==> src/rtl/ipd_pkg.sv <==
// ----------------------------------------------------------------------------
// ipd_pkg
// shared types and constants of the pulse-distance ir frame decoder
// ----------------------------------------------------------------------------
`timescale 1ns / 1ps
`default_nettype none

package ipd_pkg;

   localparam int CFG_BITS       = 24;
   localparam int CSR_INDEX_BITS = 2;
   localparam int KEY_BITS       = 32;
   localparam int COUNT_BITS     = 6;

   localparam logic [CSR_INDEX_BITS-1:0] CSR_LEADER_MIN    = 2'd0;
   localparam logic [CSR_INDEX_BITS-1:0] CSR_LEADER_MAX    = 2'd1;
   localparam logic [CSR_INDEX_BITS-1:0] CSR_BIT_THRESHOLD = 2'd2;

   localparam logic [CFG_BITS-1:0] LEADER_MIN_RESET    = 24'd1070000;
   localparam logic [CFG_BITS-1:0] LEADER_MAX_RESET    = 24'd1080000;
   localparam logic [CFG_BITS-1:0] BIT_THRESHOLD_RESET = 24'd170000;

   localparam logic [COUNT_BITS-1:0] COUNT_IDLE   = 6'd0;
   localparam logic [COUNT_BITS-1:0] COUNT_LEADER = 6'd1;
   localparam logic [COUNT_BITS-1:0] COUNT_DATA   = 6'd2;

   typedef struct packed {
      logic [CFG_BITS-1:0] leader_min;
      logic [CFG_BITS-1:0] leader_max;
      logic [CFG_BITS-1:0] bit_threshold;
   } cfg_type;

   typedef struct packed {
      logic                  advance;
      logic                  emit;
      logic [COUNT_BITS-1:0] edge_count;
   } status_type;

endpackage

`default_nettype wire

==> src/rtl/ipd_if.sv <==
// ----------------------------------------------------------------------------
// ipd channel interfaces
// edge stamp request, key code response and register write channels
// ----------------------------------------------------------------------------
`timescale 1ns / 1ps
`default_nettype none

interface ipd_req_if #(
   parameter int STAMP_BITS = 24
);
   logic                  valid;
   logic                  ready;
   logic [STAMP_BITS-1:0] edge_time;

   modport source (output valid, output edge_time, input ready);
   modport sink   (input valid, input edge_time, output ready);
endinterface

interface ipd_rsp_if;
   logic                         valid;
   logic                         ready;
   logic [ipd_pkg::KEY_BITS-1:0] key_code;

   modport source (output valid, output key_code, input ready);
   modport sink   (input valid, input key_code, output ready);
endinterface

interface ipd_csr_if;
   logic                               valid;
   logic                               ready;
   logic [ipd_pkg::CSR_INDEX_BITS-1:0] index;
   logic [ipd_pkg::CFG_BITS-1:0]       wdata;

   modport source (output valid, output index, output wdata, input ready);
   modport sink   (input valid, input index, input wdata, output ready);
endinterface

`default_nettype wire

==> src/rtl/ipd_csr.sv <==
// ----------------------------------------------------------------------------
// ipd_csr
// timing window and bit threshold registers
// ----------------------------------------------------------------------------
`timescale 1ns / 1ps
`default_nettype none

module ipd_csr (
   input  wire logic             clock,
   input  wire logic             reset,
   ipd_csr_if.sink               csr_chan,
   output ipd_pkg::cfg_type      cfg
);
   import ipd_pkg::*;

   cfg_type cfg_ff;
   cfg_type cfg_in;
   logic    wr_en;

   assign csr_chan.ready = 1'b1;
   assign wr_en          = csr_chan.valid;

   always_comb begin
      cfg_in = cfg_ff;
      if (wr_en) begin
         unique case (csr_chan.index)
            CSR_LEADER_MIN:    cfg_in.leader_min    = csr_chan.wdata;
            CSR_LEADER_MAX:    cfg_in.leader_max    = csr_chan.wdata;
            CSR_BIT_THRESHOLD: cfg_in.bit_threshold = csr_chan.wdata;
            default:           cfg_in = cfg_ff;
         endcase
      end
   end

   always_ff @(posedge clock) begin
      if (reset) begin
         cfg_ff.leader_min    <= LEADER_MIN_RESET;
         cfg_ff.leader_max    <= LEADER_MAX_RESET;
         cfg_ff.bit_threshold <= BIT_THRESHOLD_RESET;
      end else begin
         cfg_ff <= cfg_in;
      end
   end

   assign cfg = cfg_ff;

endmodule

`default_nettype wire

==> src/rtl/ipd_core.sv <==
// ----------------------------------------------------------------------------
// ipd_core
// edge input register, frame state and key code output register
// ----------------------------------------------------------------------------
`timescale 1ns / 1ps
`default_nettype none

module ipd_core #(
   parameter int CODE_BITS  = 32,
   parameter int STAMP_BITS = 24
) (
   input  wire logic                  clock,
   input  wire logic                  reset,
   input  ipd_pkg::cfg_type           cfg,
   ipd_req_if.sink                    req_chan,
   ipd_rsp_if.source                  rsp_chan,
   output ipd_pkg::status_type        status
);
   import ipd_pkg::*;

   localparam int CMP_BITS = (STAMP_BITS > CFG_BITS) ? STAMP_BITS : CFG_BITS;
   localparam logic [COUNT_BITS-1:0] LAST_COUNT = COUNT_BITS'(CODE_BITS + 1);

   logic                  s1_valid_ff, s1_valid_in;
   logic [STAMP_BITS-1:0] s1_stamp_ff;
   logic [STAMP_BITS-1:0] prev_ff, prev_in;
   logic [COUNT_BITS-1:0] count_ff, count_in;
   logic [CODE_BITS-1:0]  shift_ff, shift_in;
   logic                  rsp_valid_ff, rsp_valid_in;
   logic [KEY_BITS-1:0]   key_ff;

   logic                  accept;
   logic                  emit;
   logic                  advance;
   logic [STAMP_BITS-1:0] gap;
   logic [CMP_BITS-1:0]   gap_ext;
   logic                  in_window;
   logic                  data_bit;

   // an emitting edge needs a free output slot, the others never wait
   assign emit    = (count_ff >= LAST_COUNT);
   assign advance = s1_valid_ff && (!emit || !rsp_valid_ff || rsp_chan.ready);
   assign accept  = req_chan.valid && req_chan.ready;

   assign req_chan.ready = !s1_valid_ff || advance;

   assign gap       = prev_ff - s1_stamp_ff;
   assign gap_ext   = CMP_BITS'(gap);
   assign in_window = (gap_ext > CMP_BITS'(cfg.leader_min)) &&
                      (gap_ext < CMP_BITS'(cfg.leader_max));
   assign data_bit  = (gap_ext > CMP_BITS'(cfg.bit_threshold));

   always_comb begin
      s1_valid_in = accept || (s1_valid_ff && !advance);
      prev_in     = prev_ff;
      count_in    = count_ff;
      shift_in    = shift_ff;
      if (advance) begin
         priority case (1'b1)
            (count_ff == COUNT_IDLE): begin
               prev_in  = s1_stamp_ff;
               shift_in = '0;
               count_in = COUNT_LEADER;
            end
            (count_ff == COUNT_LEADER): begin
               if (in_window) begin
                  prev_in  = s1_stamp_ff;
                  count_in = COUNT_DATA;
               end else begin
                  count_in = COUNT_IDLE;
               end
            end
            default: begin
               shift_in = {shift_ff[CODE_BITS-2:0], data_bit};
               prev_in  = s1_stamp_ff;
               count_in = emit ? COUNT_IDLE : count_ff + COUNT_BITS'(1);
            end
         endcase
      end
      rsp_valid_in = rsp_valid_ff && !rsp_chan.ready;
      if (advance && emit) begin
         rsp_valid_in = 1'b1;
      end
   end

   always_ff @(posedge clock) begin
      if (reset) begin
         s1_valid_ff  <= 1'b0;
         count_ff     <= COUNT_IDLE;
         prev_ff      <= '0;
         rsp_valid_ff <= 1'b0;
      end else begin
         s1_valid_ff  <= s1_valid_in;
         count_ff     <= count_in;
         prev_ff      <= prev_in;
         rsp_valid_ff <= rsp_valid_in;
      end
   end

   always_ff @(posedge clock) begin
      if (accept) begin
         s1_stamp_ff <= req_chan.edge_time;
      end
      shift_ff <= shift_in;
      if (advance && emit) begin
         key_ff <= KEY_BITS'(shift_in);
      end
   end

   assign rsp_chan.valid    = rsp_valid_ff;
   assign rsp_chan.key_code = key_ff;

   assign status.advance    = advance;
   assign status.emit       = emit;
   assign status.edge_count = count_ff;

endmodule

`default_nettype wire

==> src/rtl/ir_pulse_distance_decoder_unit.sv <==
// ----------------------------------------------------------------------------
// ir_pulse_distance_decoder_unit
// pulse-distance ir frame decoder, one falling-edge stamp per beat
// ----------------------------------------------------------------------------
// Each req beat carries the down-counting timer stamp of one falling edge.
// The unit takes one edge per clock cycle unless stalled: a beat lands in
// an input register and is decoded from there against the frame state, and
// the key code of the frame-closing beat is registered in the output register
// that drives rsp. The only stall comes from the
// output register: the frame-closing edge waits while an earlier key code
// has not been taken. The first edge opens a frame, the second must close a
// leader interval strictly inside leader_min and leader_max (otherwise the
// frame is dropped), and the next CODE_BITS intervals give the code bits,
// first bit most significant, 1 when above bit_threshold. The user must
// write registers on csr only while idle; the unit does not enforce this.
// ----------------------------------------------------------------------------
`timescale 1ns / 1ps
`default_nettype none

module ir_pulse_distance_decoder_unit #(
   parameter int CODE_BITS  = 32,
   parameter int STAMP_BITS = 24
) (
   input  wire logic clock,
   input  wire logic reset,
   ipd_req_if.sink   req_chan,
   ipd_rsp_if.source rsp_chan,
   ipd_csr_if.sink   csr_chan
);
   import ipd_pkg::*;

   localparam logic [COUNT_BITS-1:0] LAST_COUNT = COUNT_BITS'(CODE_BITS + 1);

   cfg_type    cfg;
   status_type status;

   ipd_csr u_csr (
      .clock    (clock),
      .reset    (reset),
      .csr_chan (csr_chan),
      .cfg      (cfg)
   );

   ipd_core #(
      .CODE_BITS  (CODE_BITS),
      .STAMP_BITS (STAMP_BITS)
   ) u_core (
      .clock    (clock),
      .reset    (reset),
      .cfg      (cfg),
      .req_chan (req_chan),
      .rsp_chan (rsp_chan),
      .status   (status)
   );

`ifndef SYNTH
   a_count_range: assert property (@(posedge clock) disable iff (reset)
      status.edge_count <= LAST_COUNT)
      else $error("edge count beyond last data bit");

   a_idle_after_emit: assert property (@(posedge clock) disable iff (reset)
      (status.advance && status.emit) |=> (status.edge_count == COUNT_IDLE))
      else $error("frame not closed after key code");

   a_open_frame: assert property (@(posedge clock) disable iff (reset)
      (status.advance && (status.edge_count == COUNT_IDLE)) |=>
      (status.edge_count == COUNT_LEADER))
      else $error("first edge did not open a frame");

   a_no_overwrite: assert property (@(posedge clock) disable iff (reset)
      (rsp_chan.valid && !rsp_chan.ready) |-> !(status.advance && status.emit))
      else $error("key code overwritten while held");
`endif

endmodule

`default_nettype wire

==> src/flat_wrapper.sv <==
// flat-port wrapper written by rule: the top's interface ports become plain ports
module ir_pulse_distance_decoder_unit_flat import ipd_pkg::*;
#(
   parameter int CODE_BITS  = 32,
   parameter int STAMP_BITS = 24
)
  (clock, reset, req_chan_valid, req_chan_edge_time, req_chan_ready, rsp_chan_valid, rsp_chan_key_code, rsp_chan_ready, csr_chan_valid, csr_chan_index, csr_chan_wdata, csr_chan_ready);
  ipd_req_if #(.STAMP_BITS(STAMP_BITS)) req_chan_i ();
  ipd_rsp_if rsp_chan_i ();
  ipd_csr_if csr_chan_i ();
  input  wire logic clock;
  input  wire logic reset;
  input wire logic [$bits(req_chan_i.valid)-1:0] req_chan_valid;
  input wire logic [$bits(req_chan_i.edge_time)-1:0] req_chan_edge_time;
  output wire logic [$bits(req_chan_i.ready)-1:0] req_chan_ready;
  output wire logic [$bits(rsp_chan_i.valid)-1:0] rsp_chan_valid;
  output wire logic [$bits(rsp_chan_i.key_code)-1:0] rsp_chan_key_code;
  input wire logic [$bits(rsp_chan_i.ready)-1:0] rsp_chan_ready;
  input wire logic [$bits(csr_chan_i.valid)-1:0] csr_chan_valid;
  input wire logic [$bits(csr_chan_i.index)-1:0] csr_chan_index;
  input wire logic [$bits(csr_chan_i.wdata)-1:0] csr_chan_wdata;
  output wire logic [$bits(csr_chan_i.ready)-1:0] csr_chan_ready;
  assign req_chan_i.valid = req_chan_valid;
  assign req_chan_i.edge_time = req_chan_edge_time;
  assign req_chan_ready = req_chan_i.ready;
  assign rsp_chan_valid = rsp_chan_i.valid;
  assign rsp_chan_key_code = rsp_chan_i.key_code;
  assign rsp_chan_i.ready = rsp_chan_ready;
  assign csr_chan_i.valid = csr_chan_valid;
  assign csr_chan_i.index = csr_chan_index;
  assign csr_chan_i.wdata = csr_chan_wdata;
  assign csr_chan_ready = csr_chan_i.ready;
  ir_pulse_distance_decoder_unit #(.CODE_BITS(CODE_BITS), .STAMP_BITS(STAMP_BITS)) u_core (.clock(clock), .reset(reset), .req_chan(req_chan_i), .rsp_chan(rsp_chan_i), .csr_chan(csr_chan_i));
endmodule
==> config.mk <==
export PLATFORM = sky130hd
export DESIGN_NAME = ir_pulse_distance_decoder_unit_flat
export DESIGN_NICKNAME = d
export VERILOG_FILES = /design/src/rtl/ipd_pkg.sv /design/src/rtl/ipd_if.sv /design/src/rtl/ipd_csr.sv /design/src/rtl/ipd_core.sv /design/src/rtl/ir_pulse_distance_decoder_unit.sv /design/src/flat_wrapper.sv
export SDC_FILE = /design/constraint.sdc
export NUM_CORES = 1
export LEC_CHECK = 0
export BUFFER_PORTS_ARGS = -buffer_cell sky130_fd_sc_hd__buf_4
export CAP_MARGIN = 20
export CORE_MARGIN = 1
export CORE_UTILIZATION = 40
export CTS_BUF_LIST = sky130_fd_sc_hd__clkbuf_8
export DETAILED_ROUTE_END_ITERATION = 7
export GPL_TIMING_DRIVEN = 0
export PLACE_DENSITY = 0.64
export SETUP_SLACK_MARGIN = 0.2
export SLEW_MARGIN = 5
export SYNTH_ARGS = -nofsm -noshare
export SYNTH_HDL_FRONTEND = slang
export SYNTH_SLANG_ARGS = --single-unit
==> constraint.sdc <==
create_clock -name clock -period 3.9 [get_ports clock]
set_input_delay 0.78 -clock clock [delete_from_list [all_inputs] [get_ports clock]]
set_output_delay 0.78 -clock clock [all_outputs]
set_load 0.03 [all_outputs]
# After elaboration in Yosys (flattened, before gate mapping)
# Index checks and enable logic that the tools add are counted.
dict set report word_totals {
  elab_cells 52
  out_inout_bits 35
  input_bits 55
  regBits 192
}
dict set report op_classes {
  eq_ne 4
  order_cmp 4
  reduce_logical 21
  addsub 2
  mux 11
}
# operator n
set op_table {}
lappend op_table {{$mux W32} 3}
lappend op_table {{$mux W24} 3}
lappend op_table {{$gt A24 B24 Y1} 2}
lappend op_table {{$lt A24 B24 Y1} 1}
lappend op_table {{$sub A24 B24 Y24} 1}
lappend op_table {{$mux W6} 3}
lappend op_table {{$reduce_and A2 Y1} 4}
lappend op_table {{$add A6 B1 Y6 const B} 1}
lappend op_table {{$eq A6 B1 Y1 const B} 1}
lappend op_table {{$ge A6 B6 Y1 const B} 1}
lappend op_table {{$logic_and A1 B1 Y1} 6}
lappend op_table {{$logic_not A6 Y1} 1}
lappend op_table {{$logic_not A1 Y1} 5}
lappend op_table {{$logic_or A1 B1 Y1} 4}
lappend op_table {{$ne A3 B3 Y1 const B} 1}
lappend op_table {{$eq A2 B1 Y1 const B} 1}
lappend op_table {{$eq A2 B2 Y1 const B} 1}
lappend op_table {{$logic_not A2 Y1} 1}
lappend op_table {{$mux W2} 1}
lappend op_table {{$mux W1} 1}

# Logic depth before layout (Yosys ltp)
# Gate-level depths: netlist (run 1).
dict set report depth {
  depth_word 8
  mapped_depth 20
  ltp_nobuf 19
}

# Hierarchy
# Synthesis (run 1) repeated with hierarchy kept, for this count alone.
dict set report unflattened {
  hier_cells 1070
  area_unflattened_um2 10314.9
}
# module cells_each seq_area_each_um2 area_per_inst_um2 n_inst
set modules_own_cells {}
lappend modules_own_cells {ipd_core 789 2962.8 7368.3 1}
lappend modules_own_cells {ipd_csr 281 1441.4 2946.6 1}

# Worst setup path before layout (run 1)
# No wires, ideal clock.
dict set report synth_timing {
  kind {reg2reg}
  start {register u_core.u_core.s1_stamp_ff[1]}
  end {register u_core.u_core.prev_ff[10]}
  path_stages_with_launch 19
  path_slack_ns 0.043
  arrival_time_ns 3.786
  setup_ns 0.072
  path_buffers 1
  period_less_slack_ns 3.857
  t_required_ns 3.828
  cell_sequence {edfxtp_1 -> inv_1 -> ha_1 -> nor2b_2 -> o2111ai_2 -> a2111oi_2 -> or3b_1 -> a31oi_1 -> or4b_1 -> nand4_1 -> ha_1 -> a21o_1 -> a21o_1 -> a21oi_1 -> o21ai_0 -> a21o_1 -> a21oi_4 -> buf_6 -> mux2i_1}
}
dict set report synth_via {
  elab_chain_len 5
  word_cells_on_any_way 6
  classes_between {add/sub: 1; order compare: 2; eq/ne: 1; reduce/logical: 2}
}
# item line
set synth_rtl {}
lappend synth_rtl {{start: declaration} ipd_core.sv:25} ;# logic [STAMP_BITS-1:0] s1_stamp_ff;
lappend synth_rtl {{start signal: assignment} ipd_core.sv:102} ;# s1_stamp_ff <= req_chan.edge_time;
lappend synth_rtl {{$sub A24 B24 Y24 (*)} ipd_core.sv:47} ;# assign gap = prev_ff - s1_stamp_ff;
lappend synth_rtl {{$gt A24 B24 Y1 or $lt A24 B24 Y1 (tied branches)} {ipd_core.sv:49, ipd_core.sv:50}}
lappend synth_rtl {{$logic_and A1 B1 Y1 (*)} ipd_core.sv:49} ;# assign in_window = (gap_ext > CMP_BITS'(cfg.leader_min)) &&
lappend synth_rtl {{$ne A3 B3 Y1 (no source line) (*)} n/a}
lappend synth_rtl {{$reduce_and A2 Y1 (no source line) (*)} n/a}
lappend synth_rtl {{end signal: assignment} ipd_core.sv:95} ;# prev_ff <= prev_in;
lappend synth_rtl {{end: declaration} ipd_core.sv:26} ;# logic [STAMP_BITS-1:0] prev_ff, prev_in;
# Every way passes the cells marked *; elsewhere a longest branch is shown, timed or not.
# A chain may end at the register's enable or synchronous reset.

# Worst setup path in the final report (run 1)
dict set report layout_timing {
  start {register u_core.u_core.s1_stamp_ff[1]}
  end {register u_core.u_core.key_ff[0], in the netlist u_core.u_core.rsp_chan.key_code[0] (data pin)}
}
dict set report layout_via {
  elab_chain_len 5
}
# item line
set layout_rtl {}
lappend layout_rtl {{$sub A24 B24 Y24} ipd_core.sv:47}
lappend layout_rtl {{$gt A24 B24 Y1} ipd_core.sv:51} ;# assign data_bit = (gap_ext > CMP_BITS'(cfg.bit_threshold));
lappend layout_rtl {{$mux W32 (2 in a row)} ipd_core.sv:59} ;# priority case (1'b1)
lappend layout_rtl {{$mux W32} ipd_core.sv:58} ;# if (advance) begin
lappend layout_rtl {{via u_core.u_core.shift_in[0]} ipd_core.sv:28} ;# logic [CODE_BITS-1:0] shift_ff, shift_in;
lappend layout_rtl {{end signal: assignment} ipd_core.sv:106} ;# key_ff <= KEY_BITS'(shift_in);
lappend layout_rtl {{end: declaration} ipd_core.sv:30} ;# logic [KEY_BITS-1:0] key_ff;
# The timed path passes the listed nets, and every way through them passes these cells.

==> results.yml, run 1 <==
run_status:
  status: "finished, violations left"
  violations: "setup timing"
critical_path:
  cp_max_fo: 3
  critPathSlowestCell: "o31ai_2"
  endpoint_kind: "register"
  cp_data_arrival_time_ns: 4.43
  crit_chain: "inv_2 -> buf_6 -> fa_2 -> a211oi_4 -> o21ai_2 -> a211oi_2 -> o21ai_2 -> o211ai_1 -> o211ai_1 -> ha_1 -> nand4_1 -> nor2_2 -> and4_4 -> nand4_1 -> o31ai_2 -> o31ai_2"
  crit_type: "reg -> reg"
  required_ns: 4.12
  crit_path_start_kind: "register"
  crit_path_max_incr_delay_ns: 0.44
floorplan:
  placeableCoreArea_um2: 24300
  start_util_pct: 40.7
  fp.dieH_um: 159
  die_w_um: 159
  die-area_um2: 25400
  boundaryPins: 90
  rows: 57
detailed_routing:
  drc: 0
  drt-vias-per-instance: 5.01
  first_pass_iters: 5
  wl_um: 23700
  first_iter_violations: 565
  num_vias: 7823
  wl_per_cell_um: 15.2
  ant_nets: 0
final_layout:
  layout-drive-gt1-share_pct: 17.3
  final_nets: 1378
  area_delta_synth_final_pct: 21.0
  fin_cells: 1561
  layout_commonest_cell: "nand2_1"
  n_antenna_cell: 0
  final_cell_mix: "nand2_1 (197), dfxtp_1 (136), a21oi_1 (112)"
power_and_ir_drop:
  ir_worst_vdd_mv: 0.207
  leakagePower_nw: 4.99
  p_switching_mw: 1.70
  pwr_density_cell_nw_per_um2: 413
  power_frac_clock_pct: 28.0
  pwr-share-comb_pct: 28.2
  p_int_mw: 3.25
  p_sw_share_pct: 34.3
  seqPwrFrac_pct: 43.8
synthesis:
  syn_nets: 1245
  syn-cell-area_um2: 9890
  synth.largest_area_cell: "dfxtp_1"
  ys_seq_elements: 192
  synth_enable_flop_cells: 56
  syn_avg_cell_area_um2: 9.07
  async_flop_share_pct: 0
  synthDistinctLibCells: 64
  yosys_warnings: 0
  synth_top_area_share_pct: 27.5
  synthTopCellsByArea: "dfxtp_1 (28%), edfxtp_1 (17%), ha_1 (12%)"
  netlist_instances: 1091
  synth_top_flop_cell: "dfxtp_1"
  ys_seq_area_share_pct: 44.5
place:
  pre_cts_slack_ns: -0.686
  post-dp-hpwl_um: 17200
  dp_cells: 1502
  portBuffers: 87
  gp_congestion: 0.858
global_routing:
  grt_pass1_vias: 7365
  antenna_found_initial: 0
  gr-usage-all-layers_pct: 18.8
  grt_pass1_wl_um: 37700
  grt_max_degree: 33
  overflow: 0
clock_network:
  cts_buffer_depth: 2
  clock_latency_ns: 0.48
  clk_pin_slew_ns: 0.11
  clkSinkCount: 192
  tritoncts: "yes"
  cts_root_buf: "clkbuf_8"
  h-tree-depth: 4
  numCtsBuffers: 17
timing:
  rsz0062_at_grt: "yes"
  maxSlewHeadroom_pct: 40.6
  clock_skew_ns: 0.0198
  tightest_slew_ns: 0.889
  finalSetupViolations: 27
  setup_slack_ns: -0.306
  slew_violations: 0
  fmax_ghz: 0.238
  finalHoldViolCount: 0
  fin_crit_sh_pct: 108
  layout_min_cycle_time_ns: 4.21
min_path:
  hp-class: "reg -> reg"
run:
  maxCapViolations: 0
[path summary, 6_finish.rpt]
path,start,end,slack (ns),cells past startpoint
worst min-delay path,u_core.u_csr.cfg[14],u_core.u_csr.cfg[14],0.46,2
worst min register to register,u_core.u_csr.cfg[14],u_core.u_csr.cfg[14],0.46,2
worst max-delay path,u_core.u_core.s1_stamp_ff[1],u_core.u_core.rsp_chan.key_code[0],-0.31,16
worst max register to register,u_core.u_core.s1_stamp_ff[1],u_core.u_core.rsp_chan.key_code[0],-0.31,16
[power by group through the flow]
stage | Clock [mW] | Sequential (mW) | Combinational (mW)
2_1_floorplan | 0 | 2.20 | 0.861
3_3_place_gp | 0 | 2.21 | 1.17
3_5_place_dp | 0 | 2.21 | 1.19
4_1_cts | 1.43 | 2.17 | 1.34
5_1_grt | 1.50 | 2.18 | 1.55
6_report | 1.38 | 2.17 | 1.40
[cells by family (layout without fill, tap and decap cells)]
family	count (synthesis)	after routing	synth area share, %
other	1	1	0.0379
adder cells (fa/ha/maj)	99	99	12.6
buffers and inverters	149	295	5.88
AO/OA/AOI/OAI	225	225	14.5
AND/OR/NAND/NOR	378	378	17.9
XOR/XNOR	21	21	1.86
multiplexers	26	26	2.64
flip-flops	192	192	44.5
[worst max-delay path, delay by kind of cell, from the launching register on]
family	cells	cell delay [ns]
simple gates	4	0.67
compound gates	8	1.88
buf+inv	2	0.19
fa+ha+maj	2	0.80
flops	1	0.40
[timing repair]
| item | in CTS | in global routing |
|---|---|---|
| cloned | 2 | 0 |
| resized for setup | 45 | 18 |
| pin swaps | 22 | 22 |
| setup buffers | 16 | 8 |
| endpoints found under the setup margin | 27 | 27 |
| hold buffers | 0 | 0 |
[synthesized netlist by cell type, types with 4 or more instances]
cell type  number
a211o_1        18
a211oi_1        5
a21o_1         21
a21oi_1       115
a31oi_1         5
clkbuf_1       38
dfxtp_1       136
edfxtp_1       56
ha_1           98
inv_1         105
mux2i_1        25
nand2_1       197
nand2b_1       53
nand3_1        13
nand3b_1        8
nand4_1        22
nor2_1         50
nor2b_1         4
nor3_1          5
o211ai_1        7
o21a_1          6
o21ai_0        21
or3_1           4
xnor2_1        10
xor2_1         11
[layout make-up]
class                      count  area (um2)
multi-input combinational    750        5210
inverter                     105         394
fill                        2292       12300
timing repair buffer         114         927
clock inverter                15         195
tap                          324         405
sequential                   192        4400
clock buffer                  17         234
buffer                        44         203
[metrics by stage]
| stage | area [um2] | total power [mW] | hold WS [ns] | utilization [%] | TNS [ns] |
|---|---|---|---|---|---|
| floorplan | 9940 | 3.06 | 0.434 | - | 0 |
| global placement | 11000 | 3.38 | 0.443 | 45.2 | -20.14 |
| detailed placement | 11000 | 3.41 | 0.446 | 45.3 | -15.90 |
| CTS | 11800 | 4.93 | 0.440 | 48.7 | -6.44 |
| global route | 12000 | 5.22 | 0.433 | 49.2 | -10.03 |
| finish | 12000 | 4.95 | 0.462 | 49.2 | -7.51 |
[layer usage]
metal	GRT usage, %	share of wire (%)
met4	4.68	1.2
met1	25.1	47
met2	31.8	47
met5	0	0
met3	2.76	4.2
[state kept, by name, indices dropped and copies added (netlist names)]
| name | count |
|---|---|
| u_core.u_core.rsp_chan.key_code | 32 |
| u_core.u_core.s1_valid_ff | 1 |
| u_core.u_core.rsp_chan.valid | 1 |
| u_core.u_core.prev_ff | 24 |
| u_core.u_csr.cfg | 72 |
| u_core.u_core.count_ff | 6 |
| u_core.u_core.s1_stamp_ff | 24 |
| u_core.u_core.shift_ff | 32 |
(Power assumes the default switching activity.)
==> run 2, diff against run 1 <==
Settings changed: BUFFER_PORTS_ARGS -buffer_cell sky130_fd_sc_hd__buf_4 to default, DONT_BUFFER_PORTS from default to 1, PLACE_DENSITY 0.64 to 0.6.
==> results.yml, run 2 (synthesis results as in run 1) <==
run_status:
  status: "finished, violations left"
  violations: "setup timing"
timing:
  hold_ws_ns: 0.375
  rsz0062_at_grt: "yes"
  clock_skew_ns: 0.0222
  slew_violations: 0
  maxSlewHeadroom_pct: 40.4
  finalSetupViolations: 27
  fin_crit_sh_pct: 108
  setup_tns_ns: -7.34
  fmax_ghz: 0.238
  setup_slack_ns: -0.302
  layout_min_cycle_time_ns: 4.20
  finalHoldViolCount: 0
  tightest_slew_ns: 0.892
detailed_routing:
  drc: 0
  num_vias: 7467
  ant_nets: 0
  first_pass_iters: 4
  wl_per_cell_um: 15.9
  drt-vias-per-instance: 5.07
  first_iter_violations: 441
  wl_met1_um: 11500
  wl_met3_um: 923
  top_layer_used: "met4"
  wl_met2_um: 10700
  wl_um: 23500
clock_network:
  clock_latency_ns: 0.49
  clkSinkCount: 192
  cts_root_buf: "clkbuf_8"
  numCtsBuffers: 17
  clk_pin_slew_ns: 0.13
  h-tree-depth: 4
  cts_buffer_depth: 2
  hold_buffers: 0
  tritoncts: "yes"
global_routing:
  grt_pass1_vias: 6958
  gr-usage-all-layers_pct: 18.7
  grt_pass1_wl_um: 37100
  overflow: 0
  antenna_found_initial: 0
  grt_max_degree: 33
min_path:
  min_path_cells: 0
  hp-class: "in -> reg"
place:
  dpl-instance-area_um2: 10400
  pre_cts_slack_ns: -0.736
  portBuffers: 0
  post-dp-hpwl_um: 17000
  dp_cells: 1415
  gp_congestion: 0.818
critical_path:
  path_depth: 20
  crit_chain: "inv_2 -> buf_6 -> fa_2 -> a211oi_2 -> o21ai_2 -> a211oi_2 -> o21ai_2 -> o211ai_1 -> nand3_1 -> o211ai_1 -> ha_1 -> nand4_1 -> nor3_2 -> a221oi_2 -> o211ai_2 -> a21oi_4 -> a21oi_4 -> buf_12 -> buf_8 -> mux2i_1"
  reg2reg_slack_ns: -0.30
  cp_max_fo: 6
  critPathLaunch: "u_core.u_core.s1_stamp_ff[1]"
  cp_data_arrival_time_ns: 4.61
  r2r-end: "u_core.u_core.prev_ff[0]"
  crit-reg2reg-launch: "u_core.u_core.s1_stamp_ff[1]"
  crit_family: "compound AO/OA/AOI/OAI gates"
  reg2regPathDepth: 20
  critPathSlowestCell: "edfxtp_1"
  required_ns: 4.31
  endpoint_kind: "register"
  cp.buffers_inverters: 4
  crit_path_max_incr_delay_ns: 0.41
  crit_path_start_kind: "register"
  crit_type: "reg -> reg"
  endpoint: "u_core.u_core.prev_ff[0]"
final_layout:
  final_util_pct: 46.7
  fillers: 2283
  final_cell_mix: "nand2_1 (197), dfxtp_1 (136), a21oi_1 (112)"
  n_antenna_cell: 0
  final_nets: 1291
  largest_reg_flops: 72
  fin_cells: 1474
  layout-drive-gt1-share_pct: 11.0
  layout_commonest_cell: "nand2_1"
  fin_area_um2: 11400
  area_delta_synth_final_pct: 14.9
run:
  maxCapViolations: 0
floorplan:
  boundaryPins: 90
  die_w_um: 159
  fp.dieH_um: 159
  placeableCoreArea_um2: 24300
  start_util_pct: 40.7
  rows: 57
  die-area_um2: 25400
power_and_ir_drop:
  total_power_mw: 4.93
  leakagePower_nw: 4.59
  ir_worst_vdd_mv: 0.187
  pwr_density_cell_nw_per_um2: 434
## run 2: power by group
group	internal, mW	switching (mW)
Clock	0.520	0.910
Sequential	2.13	0.0412
Combinational	0.576	0.758
Total	3.22	1.71
## run 2: final cells by class
type                    count  area [um2]  share of cell area (%)
clock inverters            15         211                    1.86
clock buffers              17         234                    2.06
inverters                 105         394                    3.47
flip-flops and latches    192        4400                    38.7
multi-input cells         750        5230                    46.0
well taps                 324         405                    3.57
repair buffers             27         289                    2.54
plain buffers              44         205                    1.80
## run 2: worst reg2reg max path, stage by stage (launching register included)
cell	delay (ns)
edfxtp_1	0.41
inv_2	0.07
buf_6	0.12
fa_2	0.40
a211oi_2	0.27
o21ai_2	0.11
a211oi_2	0.27
o21ai_2	0.11
o211ai_1	0.27
nand3_1	0.12
o211ai_1	0.27
ha_1	0.35
nand4_1	0.13
nor3_2	0.08
a221oi_2	0.27
o211ai_2	0.14
a21oi_4	0.18
a21oi_4	0.08
buf_12	0.15
buf_8	0.14
mux2i_1	0.16
## run 2: repair_timing
action                                  4_1_cts  5_1_grt
buffers inserted                             19        5
pin swaps                                    21       30
gates resized for setup                      45       19
endpoints found under the setup margin       27       27
hold endpoints to repair                      0        0
gates cloned                                  2        0
## run 2: per-layer routing
| metal | global-route usage [%] | vias up |
|---|---|---|
| met5 | 0 | - |
| met4 | 5.24 | 0 |
| met1 | 25.5 | 3461 |
| met3 | 3.41 | 21 |
| li1 | - | 3829 |
| met2 | 30.3 | 156 |
## run 2: worst min-delay path by stage
stage | slack, ns | endpoint | startpoint
finish | 0.38 | u_core.u_core.s1_stamp_ff[10] | req_chan_edge_time[10]
detailed placement | 0.45 | u_core.u_csr.cfg[50] | u_core.u_csr.cfg[50]
global placement | 0.44 | u_core.u_csr.cfg[24] | u_core.u_csr.cfg[24]
global route | 0.34 | u_core.u_core.s1_stamp_ff[8] | req_chan_edge_time[8]
floorplan | 0.43 | u_core.u_csr.cfg[24] | u_core.u_csr.cfg[24]
CTS | 0.35 | u_core.u_core.s1_stamp_ff[8] | req_chan_edge_time[8]
==> run 3, diff against run 2 <==
Settings changed: CORE_UTILIZATION 40 to 59, PLACE_DENSITY 0.6 to 0.82.
==> results.yml, run 3 (synthesis results as in run 1) <==
run_status:
  status: "finished, violations left"
  violations: "setup timing"
critical_path:
  crit_type: "reg -> reg"
  cp_max_fo: 5
  cp_data_arrival_time_ns: 4.65
  critPathLaunch: "u_core.u_core.s1_stamp_ff[0]"
  required_ns: 4.29
  crit_path_start_kind: "register"
  crit-reg2reg-launch: "u_core.u_core.s1_stamp_ff[0]"
  endpoint_kind: "register"
clock_network:
  numCtsBuffers: 17
  clock_latency_ns: 0.50
  cts_root_buf: "clkbuf_8"
  hold_buffers: 0
  tritoncts: "yes"
  h-tree-depth: 4
  clk_pin_slew_ns: 0.12
  clkSinkCount: 192
  cts_buffer_depth: 2
floorplan:
  start_util_pct: 61.4
  boundaryPins: 90
  die_w_um: 131
  placeableCoreArea_um2: 16100
  fp.dieH_um: 131
  die-area_um2: 17300
  rows: 46
final_layout:
  area_delta_synth_final_pct: 12.8
  layout_commonest_cell: "nand2_1"
  layout-drive-gt1-share_pct: 10.4
  final_cell_mix: "nand2_1 (197), dfxtp_1 (136), a21oi_1 (112)"
  n_antenna_cell: 0
  final_nets: 1286
  largest_reg_flops: 72
  fillers: 1187
detailed_routing:
  first_pass_iters: 8
  wl_per_cell_um: 17.1
  num_vias: 7840
  wl_um: 23300
  ant_nets: 0
  drc: 0
  first_iter_violations: 527
  drt-vias-per-instance: 5.76
timing:
  fmax_ghz: 0.235
  rsz0062_at_grt: "yes"
  setup_tns_ns: -8.51
  finalHoldViolCount: 0
  maxSlewHeadroom_pct: 34.4
  finalSetupViolations: 27
  layout_min_cycle_time_ns: 4.26
  tightest_slew_ns: 0.984
  setup_slack_ns: -0.355
  fin_crit_sh_pct: 109
  slew_violations: 0
  clock_skew_ns: 0.0166
place:
  pre_cts_slack_ns: -0.748
  post-dp-hpwl_um: 16200
  gp_congestion: 0.891
  portBuffers: 0
run:
  maxCapViolations: 0
global_routing:
  grtUsageMet3_pct: 6.25
  use_met1_pct: 32.9
  gr-usage-all-layers_pct: 27.5
  grtUsageMet2_pct: 46.0
  overflow: 0
  top_usage_layer: "met2"
  grt_pass1_wl_um: 37400
  grt_pass1_vias: 7602
  antenna_found_initial: 0
  grt_max_degree: 33
power_and_ir_drop:
  leakagePower_nw: 4.58
  pwr_density_cell_nw_per_um2: 443
  ir_worst_vdd_mv: 0.331
min_path:
  worstHoldStart: "req_chan_edge_time[7]"
  hp-class: "in -> reg"
==> run 3: path summary, 6_finish.rpt <==
check,slack [ns],end,depth (start not counted)
max,-0.36,u_core.u_core.prev_ff[12],20
min,0.37,u_core.u_core.s1_stamp_ff[7],0
max reg2reg,-0.36,u_core.u_core.prev_ff[12],20
min reg2reg,0.46,u_core.u_csr.cfg[54],2
==> run 3: cell type report <==
| cell class | count | area (um2) | share of cell area (%) |
|---|---|---|---|
| buffer | 44 | 205 | 1.84 |
| clock buffer | 17 | 234 | 2.10 |
| clock inverter | 15 | 224 | 2.01 |
| inverter | 105 | 394 | 3.53 |
| multi-input combinational | 750 | 5200 | 46.6 |
| sequential | 192 | 4400 | 39.5 |
| tap | 216 | 270 | 2.42 |
| timing repair buffer | 22 | 229 | 2.05 |
==> run 3: what timing repair did <==
item | in CTS | in global routing
gates resized for setup | 29 | 23
buffers inserted | 12 | 8
setup endpoints to repair | 27 | 27
pin swaps | 15 | 15
gates cloned | 0 | 2
==> run 3: through the flow <==
stage / power, mW / std cells / utilization (%) / hold WS [ns] / area (um2)
after global placement: 3.30 / 1307 / 63.4 / 0.443 / 10200
after global routing: 5.19 / 1361 / 69.3 / 0.338 / 11200
after floorplan: 3.06 / 1091 / - / 0.434 / 9940
final: 4.95 / 1361 / 69.3 / 0.366 / 11200
after CTS: 4.85 / 1351 / 68.0 / 0.349 / 11000
after detailed placement: 3.35 / 1307 / 63.4 / 0.446 / 10200
==> run 3: critical path, cell delays in order, from the launching register on <==
cell and delay [ns]:
edfxtp_1 0.44, ha_4 0.17, inv_2 0.04, fa_2 0.36, a211oi_2 0.26, o21ai_2 0.10, a211oi_2 0.35, o21ai_2 0.12
o211ai_1 0.26, nand3_1 0.12, o211ai_1 0.24, buf_4 0.20, ha_4 0.19, a21o_1 0.16, a221oi_2 0.32, o211ai_2 0.16
a21oi_4 0.18, a21oi_4 0.08, buf_12 0.15, clkbuf_16 0.16, mux2i_1 0.11
==> run 3: where the power goes <==
part	internal [mW]	switching, mW	leakage (nW)
clock network	0.532	0.893	0.223
registers	2.13	0.0425	1.62
logic	0.580	0.776	2.74
==> run 3: metal layers <==
metal	routed length, um	vias up
li1	-	3812
met1	9390	3655
met2	11300	299
met3	1680	74
met4	959	0
met5	0	-
